$ cat config.mk
export PLATFORM = sky130hd
export DESIGN_NAME = console_line_editor_unit
export DESIGN_NICKNAME = d
export VERILOG_FILES = /design/src/cle_pkg.sv /design/src/cle_ram.sv /design/src/cle_ctrl.sv /design/src/console_line_editor_unit.sv
export SDC_FILE = /design/constraint.sdc
export NUM_CORES = 1
export LEC_CHECK = 0
export BUFFER_PORTS_ARGS = -buffer_cell sky130_fd_sc_hd__buf_2
export CAP_MARGIN = 20
export CORE_AREA = 2 2 198 200
export CTS_BUF_LIST = sky130_fd_sc_hd__clkbuf_2 sky130_fd_sc_hd__clkbuf_4 sky130_fd_sc_hd__clkbuf_8
export DETAILED_ROUTE_END_ITERATION = 10
export DIE_AREA = 0 0 200 202
export PLACE_DENSITY_LB_ADDON = 0.15
export SLEW_MARGIN = 20
export SYNTH_ARGS = -nofsm -noshare
export SYNTH_HDL_FRONTEND = slang
export SYNTH_SLANG_ARGS = --single-unit
$ cat constraint.sdc
create_clock -name clk -period 14.25 [get_ports clk]
set_clock_uncertainty 0.05 [all_clocks]
set_input_delay 0.7125 -clock clk [delete_from_list [all_inputs] [get_ports clk]]
set_output_delay 0.7125 -clock clk [all_outputs]
set_load 0.05 [all_outputs]
$ cat src/cle_pkg.sv
// ----------------------------------------------------------------------------
// cle_pkg
// shared types and constants of the console line editor
// ----------------------------------------------------------------------------
`default_nettype none

package cle_pkg;

	localparam int LINE_MAX_DEF = 64;

	// control key codes
	localparam logic [7:0] KEY_BACKSPACE = 8'h08;
	localparam logic [7:0] KEY_NEWLINE   = 8'h0a;
	localparam logic [7:0] KEY_KILL      = 8'h15;
	localparam logic [7:0] KEY_EOF       = 8'h04;
	localparam logic [7:0] KEY_FLUSH     = 8'h00;

	// utf-8 continuation byte: top bits 10
	localparam logic [7:0] CONT_MASK = 8'hc0;
	localparam logic [7:0] CONT_TAG  = 8'h80;

	typedef enum logic [2:0] {
		ST_IDLE,
		ST_DECODE,
		ST_ERASE_RD,
		ST_ERASE_CHK,
		ST_READ,
		ST_SEND,
		ST_EMPTY
	} cle_state_t;

	// one result handed from the sequencer to the output register
	typedef struct packed {
		logic       valid;
		logic [7:0] data;
		logic       last;
		logic       empty;
	} cle_push_t;

endpackage

`default_nettype wire

$ cat src/cle_ram.sv
// ----------------------------------------------------------------------------
// cle_ram
// generic single write port, single read port ram with registered read
// ----------------------------------------------------------------------------
`default_nettype none

module cle_ram #(
	parameter int WIDTH = 8,
	parameter int DEPTH = 64
) (
	input  wire logic                     clk,
	input  wire logic                     we,
	input  wire logic [$clog2(DEPTH)-1:0] waddr,
	input  wire logic [WIDTH-1:0]         wdata,
	input  wire logic                     re,
	input  wire logic [$clog2(DEPTH)-1:0] raddr,
	output logic      [WIDTH-1:0]         rdata
);

	logic [WIDTH-1:0] mem_q [DEPTH];

	always_ff @(posedge clk) begin
		if (we) begin
			mem_q[waddr] <= wdata;
		end
		if (re) begin
			rdata <= mem_q[raddr];
		end
	end

endmodule

`default_nettype wire

$ cat src/cle_ctrl.sv
// ----------------------------------------------------------------------------
// cle_ctrl
// sequencer with one shared pointer incrementer/decrementer over the line store
// ----------------------------------------------------------------------------
`default_nettype none

module cle_ctrl #(
	parameter int LINE_MAX = cle_pkg::LINE_MAX_DEF
) (
	input  wire logic              clk,
	input  wire logic              arst_n,
	input  wire logic              raw_mode,
	input  wire logic              in_valid,
	output logic                   in_ready,
	input  wire logic [7:0]        in_byte,
	input  wire logic              more_pending,
	input  wire logic              out_free,
	output cle_pkg::cle_push_t     push
);

	import cle_pkg::*;

	localparam int AW = $clog2(LINE_MAX);
	localparam int CW = $clog2(LINE_MAX + 1);
	localparam logic [CW-1:0] FULL = CW'(LINE_MAX);

	cle_state_t state_q, state_d;

	logic [CW-1:0] fill_q, ptr_q;
	logic [7:0]    byte_q;
	logic          more_q;

	logic          fill_ld, ptr_ld;
	logic [CW-1:0] fill_val, ptr_val;

	logic          ram_we, ram_re;
	logic [AW-1:0] ram_raddr;
	logic [7:0]    ram_rdata;

	// shared pointer unit
	logic          unit_dec;
	logic [CW-1:0] step_sum;

	// decode of the latched byte
	logic is_zero, is_bs, is_kill, is_eof, is_store, send_req, is_full, fill_zero;

	assign is_zero   = (byte_q == KEY_FLUSH);
	assign is_bs     = !raw_mode && (byte_q == KEY_BACKSPACE);
	assign is_kill   = !raw_mode && (byte_q == KEY_KILL);
	assign is_eof    = !raw_mode && (byte_q == KEY_EOF);
	assign is_store  = !is_zero && !is_bs && !is_kill && !is_eof;
	assign fill_zero = (fill_q == '0);
	assign is_full   = (step_sum == FULL);
	assign send_req  = is_zero  ? (!fill_zero && !more_q) :
	                   raw_mode ? !more_q :
	                   (byte_q == KEY_NEWLINE);

	assign unit_dec = ((state_q == ST_DECODE) && is_bs) || (state_q == ST_ERASE_RD) ||
	                  (state_q == ST_ERASE_CHK);
	assign step_sum = unit_dec ? (ptr_q - CW'(1)) : (ptr_q + CW'(1));

	logic is_cont;
	assign is_cont = ((ram_rdata & CONT_MASK) == CONT_TAG);

	cle_ram #(
		.WIDTH(8),
		.DEPTH(LINE_MAX)
	) u_store (
		.clk  (clk),
		.we   (ram_we),
		.waddr(ptr_q[AW-1:0]),
		.wdata(byte_q),
		.re   (ram_re),
		.raddr(ram_raddr),
		.rdata(ram_rdata)
	);

	// next state
	always_comb begin
		state_d = state_q;
		unique case (state_q)
			ST_IDLE: begin
				if (in_valid) state_d = ST_DECODE;
			end
			ST_DECODE: begin
				priority if (is_store) begin
					state_d = (send_req || is_full) ? ST_READ : ST_IDLE;
				end else if (is_zero) begin
					state_d = send_req ? ST_READ : ST_IDLE;
				end else if (is_eof) begin
					state_d = fill_zero ? ST_EMPTY : ST_READ;
				end else if (is_bs) begin
					state_d = (!fill_zero && step_sum != '0) ? ST_ERASE_RD : ST_IDLE;
				end else begin
					state_d = ST_IDLE;
				end
			end
			ST_ERASE_RD: state_d = ST_ERASE_CHK;
			ST_ERASE_CHK: begin
				state_d = (is_cont && step_sum != '0) ? ST_ERASE_RD : ST_IDLE;
			end
			ST_READ: state_d = ST_SEND;
			ST_SEND: begin
				if (out_free) state_d = (step_sum == fill_q) ? ST_IDLE : ST_READ;
			end
			ST_EMPTY: begin
				if (out_free) state_d = ST_IDLE;
			end
			default: state_d = ST_IDLE;
		endcase
	end

	// outputs and datapath control
	always_comb begin
		in_ready   = 1'b0;
		fill_ld    = 1'b0;
		fill_val   = step_sum;
		ptr_ld     = 1'b0;
		ptr_val    = step_sum;
		ram_we     = 1'b0;
		ram_re     = 1'b0;
		ram_raddr  = ptr_q[AW-1:0];
		push       = '0;
		push.data  = ram_rdata;
		unique case (state_q)
			ST_IDLE: begin
				in_ready = 1'b1;
				ptr_ld   = in_valid;
				ptr_val  = fill_q;
			end
			ST_DECODE: begin
				priority if (is_store) begin
					ram_we  = 1'b1;
					fill_ld = 1'b1;
					if (send_req || is_full) begin
						ptr_ld  = 1'b1;
						ptr_val = '0;
					end
				end else if (is_zero || is_eof) begin
					ptr_ld  = 1'b1;
					ptr_val = '0;
				end else if (is_bs) begin
					if (!fill_zero) begin
						ptr_ld = 1'b1;
						if (step_sum == '0) begin
							fill_ld  = 1'b1;
							fill_val = '0;
						end
					end
				end else begin
					fill_ld  = 1'b1;
					fill_val = '0;
				end
			end
			ST_ERASE_RD: begin
				ram_re    = 1'b1;
				ram_raddr = step_sum[AW-1:0];
			end
			ST_ERASE_CHK: begin
				if (is_cont) begin
					ptr_ld = 1'b1;
					if (step_sum == '0) begin
						fill_ld  = 1'b1;
						fill_val = '0;
					end
				end else begin
					fill_ld  = 1'b1;
					fill_val = ptr_q;
				end
			end
			ST_READ: begin
				ram_re = 1'b1;
			end
			ST_SEND: begin
				if (out_free) begin
					push.valid = 1'b1;
					push.last  = (step_sum == fill_q);
					ptr_ld     = 1'b1;
					if (step_sum == fill_q) begin
						fill_ld  = 1'b1;
						fill_val = '0;
					end
				end
			end
			ST_EMPTY: begin
				if (out_free) begin
					push.valid = 1'b1;
					push.data  = 8'h00;
					push.last  = 1'b1;
					push.empty = 1'b1;
				end
			end
			default: ;
		endcase
	end

	always_ff @(posedge clk or negedge arst_n) begin
		if (!arst_n) begin
			state_q <= ST_IDLE;
			fill_q  <= '0;
			ptr_q   <= '0;
		end else begin
			state_q <= state_d;
			if (fill_ld) fill_q <= fill_val;
			if (ptr_ld)  ptr_q  <= ptr_val;
		end
	end

	always_ff @(posedge clk) begin
		if (in_valid && in_ready) begin
			byte_q <= in_byte;
			more_q <= more_pending;
		end
	end

	// a result is only handed over when the output register can take it
	a_push_free: assert property (@(posedge clk) disable iff (!arst_n)
		push.valid |-> out_free)
		else $error("result pushed into a busy output register");

	// the line store never holds more than its depth
	a_fill_bound: assert property (@(posedge clk) disable iff (!arst_n)
		fill_q <= FULL)
		else $error("fill count above line depth");

	// a new byte is only taken while the store has room
	a_room: assert property (@(posedge clk) disable iff (!arst_n)
		in_ready |-> (fill_q < FULL))
		else $error("byte accepted into a full store");

	// the final byte of a released line empties the store
	a_release_clears: assert property (@(posedge clk) disable iff (!arst_n)
		(push.valid && push.last) |=> (fill_q == '0))
		else $error("store not emptied after release");

	// the backspace walk only reads inside the stored line
	a_erase_in_line: assert property (@(posedge clk) disable iff (!arst_n)
		(state_q == ST_ERASE_RD) |-> (ptr_q != '0 && ptr_q <= fill_q))
		else $error("erase walk left the stored line");

endmodule

`default_nettype wire

$ cat src/console_line_editor_unit.sv
// ----------------------------------------------------------------------------
// console_line_editor_unit
// keyboard line discipline: cooked editing or raw collection into a line store
// ----------------------------------------------------------------------------
// usage
//   s_axis carries one keyboard byte per transaction, with tuser set when more
//   input is already waiting behind it. m_axis returns released lines, one
//   byte per transaction, oldest first, tlast on the final byte; tuser marks
//   the single empty-line (end of file) transaction of a ctrl-d on an empty line.
//   the user writes raw_mode (cfg_we/cfg_wdata) only while the block is idle; not enforced.
// sequencing
//   a byte that only edits the line passes the decode state, during which
//   s_axis_tready is low. backspace adds an erase read and an erase check state
//   for each byte it examines in front of the erased one. a release passes the
//   read and send states for each line byte, as the line store has a single
//   read port with a registered read.
// reset
//   arst_n clears the fill count, the sequencer and raw_mode (cooked). the
//   line store itself is not cleared: only written entries are ever read.
// stalls
//   results sit in an output register; while it is full and m_axis_tready is
//   low the sequencer holds its place and s_axis_tready stays low until the
//   final byte of the line has been loaded into the output register.
// ----------------------------------------------------------------------------
`default_nettype none

module console_line_editor_unit #(
	parameter int LINE_MAX = cle_pkg::LINE_MAX_DEF
) (
	input  wire logic       clk,
	input  wire logic       arst_n,
	// configuration
	input  wire logic       cfg_we,
	input  wire logic       cfg_wdata,      // raw_mode
	// keyboard input
	input  wire logic       s_axis_tvalid,
	output logic            s_axis_tready,
	input  wire logic [7:0] s_axis_tdata,   // [7:0] in_byte
	input  wire logic       s_axis_tuser,   // [0] more_pending
	// released line output
	output logic            m_axis_tvalid,
	input  wire logic       m_axis_tready,
	output logic      [7:0] m_axis_tdata,   // [7:0] line_byte
	output logic            m_axis_tlast,   // last
	output logic            m_axis_tuser    // [0] empty_line
);

	import cle_pkg::*;

	logic      raw_mode_q;
	logic      out_valid_q;
	logic      out_free;
	cle_push_t push;

	// mode register; the user writes it only while idle, the block does not enforce it
	always_ff @(posedge clk or negedge arst_n) begin
		if (!arst_n) begin
			raw_mode_q <= 1'b0;
		end else if (cfg_we) begin
			raw_mode_q <= cfg_wdata;
		end
	end

	// output register frees up in the same cycle its transaction completes
	assign out_free = !out_valid_q || m_axis_tready;

	cle_ctrl #(
		.LINE_MAX(LINE_MAX)
	) u_ctrl (
		.clk         (clk),
		.arst_n      (arst_n),
		.raw_mode    (raw_mode_q),
		.in_valid    (s_axis_tvalid),
		.in_ready    (s_axis_tready),
		.in_byte     (s_axis_tdata),
		.more_pending(s_axis_tuser),
		.out_free    (out_free),
		.push        (push)
	);

	// output register: valid cleared under reset, payload loads with each push
	always_ff @(posedge clk or negedge arst_n) begin
		if (!arst_n) begin
			out_valid_q <= 1'b0;
		end else if (push.valid) begin
			out_valid_q <= 1'b1;
		end else if (m_axis_tready) begin
			out_valid_q <= 1'b0;
		end
	end

	always_ff @(posedge clk) begin
		if (push.valid) begin
			m_axis_tdata <= push.data;
			m_axis_tlast <= push.last;
			m_axis_tuser <= push.empty;
		end
	end

	assign m_axis_tvalid = out_valid_q;

endmodule

`default_nettype wire
==> summary.md <==
| Metric | Value |
|---|---|
| Post-synth top cells | edfxtp_1 (539), mux4_2 (128), nor2_1 (98) |
| Multi-input gate area | 5831 um^2 |
| Root Buffer | clkbuf_8 |
| Mapped Area | 22750 um^2 |
| Detail Route Antenna Nets | 0 |
| # Post-CTS Setup Buffers | 0 |
| Rel. slew slack | 32.32% |
| Measured slew at the worst slew-check pin | 1.011 ns |
| Fillers | 2574 |
| Final core utilization | 65.71% |
| Avg Cell Area, Syn | 19.58 um^2 |
| Synth Flop Type | edfxtp_1 |
| Status | completed |
| Hold Fails Final Rpt | 0 |
| Vias per cell | 6.234 |
| Sequential area share after synthesis | 73.23% |
| Num rows | 72 |
| Drt drc | 0 |
| CTS tree | yes |
| Clock slew at reported path FFs | 0.07 ns |
| Mapped Cells | 1162 |
| Setup TNS Final | 0 ns |
| Worst reg2reg endpoint | u_ctrl.u_store.rdata[2]$_DFFE_PP_ |
| Yosys cell types | 64 |
| R2R Path Start | u_ctrl.byte_q[3]$_DFFE_PP_ |
| Register area | 16660 um^2 |
| P_int | 3.246 mW |
| Clock Path Buffers | 3 |
| Critical Path Start Type | flip-flop |
| DRT Pass-1 Iters | 5 |
| Input/output buffers | 26 |
| Die height | 202 um |
| Net Sw Frac | 32.21% |
| Worst EP arrival | 6.38 ns |
| Clock power share | 27.4% |
| Leak Pwr | 8.263 nW |
| Comb pwr share | 31.2% |
| Synth Area in Simple Gates | 4.097% |
| PostCTS Resize Cnt | 0 |
| Most instantiated library cell after synthesis | edfxtp_1 |
| WP data required | 14.57 ns |
| Hold path depth | 1 |
| Share of cells above drive strength 1 | 25.33% |
| Die width | 200 um |
| Post-synthesis xor/xnor area fraction | 0.7369% |
| Die area | 40400 um^2 |
| Largest net degree at the start of global routing | 97 |
| Top cell type's share of synthesized area | 71.14% |
| Setup CP Type | reg2reg |
| Post-layout min period | 6.063 ns |
| Largest family of logic cells by synthesized area | multiplexers |
| Post-synth EDFFs | 539 |
| YS warnings | 0 |
| Synth top area cells | edfxtp_1 (71%), mux4_2 (13%), mux2i_1 (3.8%) |
| Setup ws final | 8.187 ns |
| Final setup fails | 0 |
| Adder-Cell Fraction of Synth Area | 0.5279% |
| Post-synthesis mux area share | 17.24% |
| Flop pwr share | 41.4% |
| Flop2flop setup slack | 8.19 ns |
| CTS Buf Count | 88 |
| Reg2reg path depth | 13 |
| Max VDD drop | 0.1339 mV |
| Compound-Gate Fraction of Synth Area | 2.887% |
| Setup WS pre-CTS | 8.270 ns |
| Antenna violations before repair | 1 |
| Final critical-path share of the clock period | 42.55% |
| Final WL | 48250 um |
| RSZ-0062 raised after global routing | no |
| Worst setup EP type | flip-flop |
| Synthesis-stage register bit count | 558 |
| Hold Path Class | in2reg |
| Max cap viols | 0 |
| Clk sink count | 558 |
| WHS Endpoint | u_ctrl.byte_q[6]$_DFFE_PP_ |
| Initial DRC Count | 1235 |
| Core area | 38290 um^2 |
| Routed wire length per instance | 26.42 um |
| Grt ovf | 0 |
| Vias in the first global route | 11600 |
| Area delta synth->final | 10.57% |
| Nets@finish | 1265 |
| Initial cell density of the core | 59.43% |
| First-pass GRT wire length | 72330 um |
| H-tree depth | 3 |
| Max-slew violations | 0 |
| Clk_lat worst skew | 0.64 ns |
| Pwr Density | 190.3 nW/um^2 |
| Gp weighted congestion | 0.9120 |
| Fmax | 0.1649 GHz |
| Via count | 11383 |
| Post-DP HPWL | 28480 um |
| Synthesized Nets | 1186 |
| Post-synth ARST share | 3.405% |
| Min-delay src | s_axis_tdata[6] |
| Ports | 27 |
| Area leader, netlist | edfxtp_1 |
| Sw Pwr | 1.543 mW |
| All-layer global routing usage | 24.85% |
| CP max FO | 68 |
[what timing repair did]
| action | 4_1_cts | 5_1_grt |
|---|---|---|
| hold endpoints to repair | 19 | 0 |
| hold buffers | 1 | 0 |
| endpoints found under the setup margin | 0 | 0 |
[worst max-delay path, stage by stage, from the launching register on]
cell	delay [ns]
edfxtp_1	0.32
buf_4	0.52
nor3b_1	0.44
a41oi_1	0.19
nor2_2	0.52
inv_1	0.16
fa_1	0.57
a21oi_4	0.72
buf_4	0.84
mux4_2	0.41
mux2i_1	0.38
mux2i_1	0.13
mux2i_1	0.36
o21ai_1	0.11
[placed cells by master, fill, tap and decap left out, types with 5 or more instances in the layout]
| cell type | Yosys | routed |
|---|---|---|
| o21ai_0 | 11 | 11 |
| o211ai_1 | 5 | 5 |
| mux2i_1 | 87 | 86 |
| mux2_2 | 14 | 14 |
| and2_1 | 13 | 13 |
| nand3_1 | 14 | 14 |
| buf_2 | 33 | 26 |
| nand2_1 | 33 | 33 |
| a2bb2oi_1 | 6 | 6 |
| edfxtp_1 | 539 | 539 |
| a21oi_1 | 10 | 9 |
| inv_1 | 11 | 11 |
| buf_4 | 1 | 16 |
| ha_1 | 8 | 8 |
| clkbuf_4 | 0 | 23 |
| o2111ai_1 | 6 | 6 |
| a22oi_1 | 11 | 11 |
| xnor2_1 | 6 | 5 |
| clkbuf_8 | 0 | 92 |
| clkinv_1 | 0 | 26 |
| nor3_1 | 7 | 7 |
| a32o_1 | 5 | 5 |
| nor2_1 | 98 | 98 |
| nor2b_1 | 5 | 5 |
| xor2_1 | 8 | 8 |
| dfrtp_1 | 19 | 19 |
| clkinv_2 | 0 | 9 |
| mux4_2 | 128 | 128 |
[cell families (layout without fill, tap and decap cells)]
kind of cell               Yosys count  in the layout
DFF                                558            558
muxes                              230            230
and+or+nand+nor                    199            199
AOI/OAI and AO/OA                   84             84
buffers and inverters               66            211
xor gates and xnor gates            16             16
adders and majority gates            9              9
other                                0              1
[through the flow]
step                      instance area, um^2  std cells  hold WS [ns]  total power [mW]
after floorplan                         22750       1162        0.3669             3.103
after global placement                  23450       1668        0.5013             3.501
after detailed placement                23450       1668        0.5189             3.513
after CTS                               25160       1825        0.1600             4.819
after global routing                    25160       1825        0.1799             5.000
final                                   25160       1826        0.1948             4.789
[per-layer routing]
| metal | vias to the layer above | track usage, % | routed length [um] |
|---|---|---|---|
| met4 | 0 | 9.365 | 1420 |
| met3 | 99 | 5.006 | 3730 |
| met5 | - | 0 | 0 |
| met2 | 488 | 37.98 | 22970 |
| met1 | 5866 | 36.01 | 20120 |
| li1 | 4930 | - | - |
[state kept, by name, indices dropped and copies added (netlist names)]
signal / count
raw_mode_q: 1
m_axis_tlast: 1
u_ctrl.byte_q: 8
u_ctrl.ptr_q: 7
u_ctrl.more_q: 1
u_ctrl.fill_q: 7
u_ctrl.u_store.mem_q: 512
m_axis_tuser: 1
u_ctrl.state_q: 3
m_axis_tdata: 8
m_axis_tvalid: 1
u_ctrl.u_store.rdata: 8
[power by group through the flow]
stage	combinational (mW)	sequential, mW	clock (mW)
5_1_grt	1.60	1.99	1.41
3_5_place_dp	1.50	2.01	0
4_1_cts	1.50	1.98	1.34
2_1_floorplan	1.08	2.02	0
3_3_place_gp	1.49	2.01	0
6_report	1.49	1.98	1.31
[final cells by class]
type | count | area share, %
diodes | 1 | 0.009947
clock buffers | 115 | 5.719
clock inverters | 41 | 1.015
inverters | 11 | 0.1641
multi-input cells | 538 | 23.18
flip-flops and latches | 558 | 66.23
well taps | 518 | 2.576
repair buffers | 44 | 1.114
[worst max path at each step]
stage                                     from                                 to  slack, ns
CTS                 u_ctrl.byte_q[3]$_DFFE_PP_  u_ctrl.u_store.rdata[2]$_DFFE_PP_       8.23
global placement    u_ctrl.byte_q[3]$_DFFE_PP_  u_ctrl.u_store.rdata[4]$_DFFE_PP_       8.39
finish              u_ctrl.byte_q[3]$_DFFE_PP_  u_ctrl.u_store.rdata[2]$_DFFE_PP_       8.19
global route        u_ctrl.byte_q[3]$_DFFE_PP_  u_ctrl.u_store.rdata[2]$_DFFE_PP_       7.85
detailed placement  u_ctrl.byte_q[3]$_DFFE_PP_  u_ctrl.u_store.rdata[2]$_DFFE_PP_       8.27
floorplan           u_ctrl.byte_q[3]$_DFFE_PP_  u_ctrl.u_store.rdata[0]$_DFFE_PP_       9.54
(Power assumes the default switching activity.)
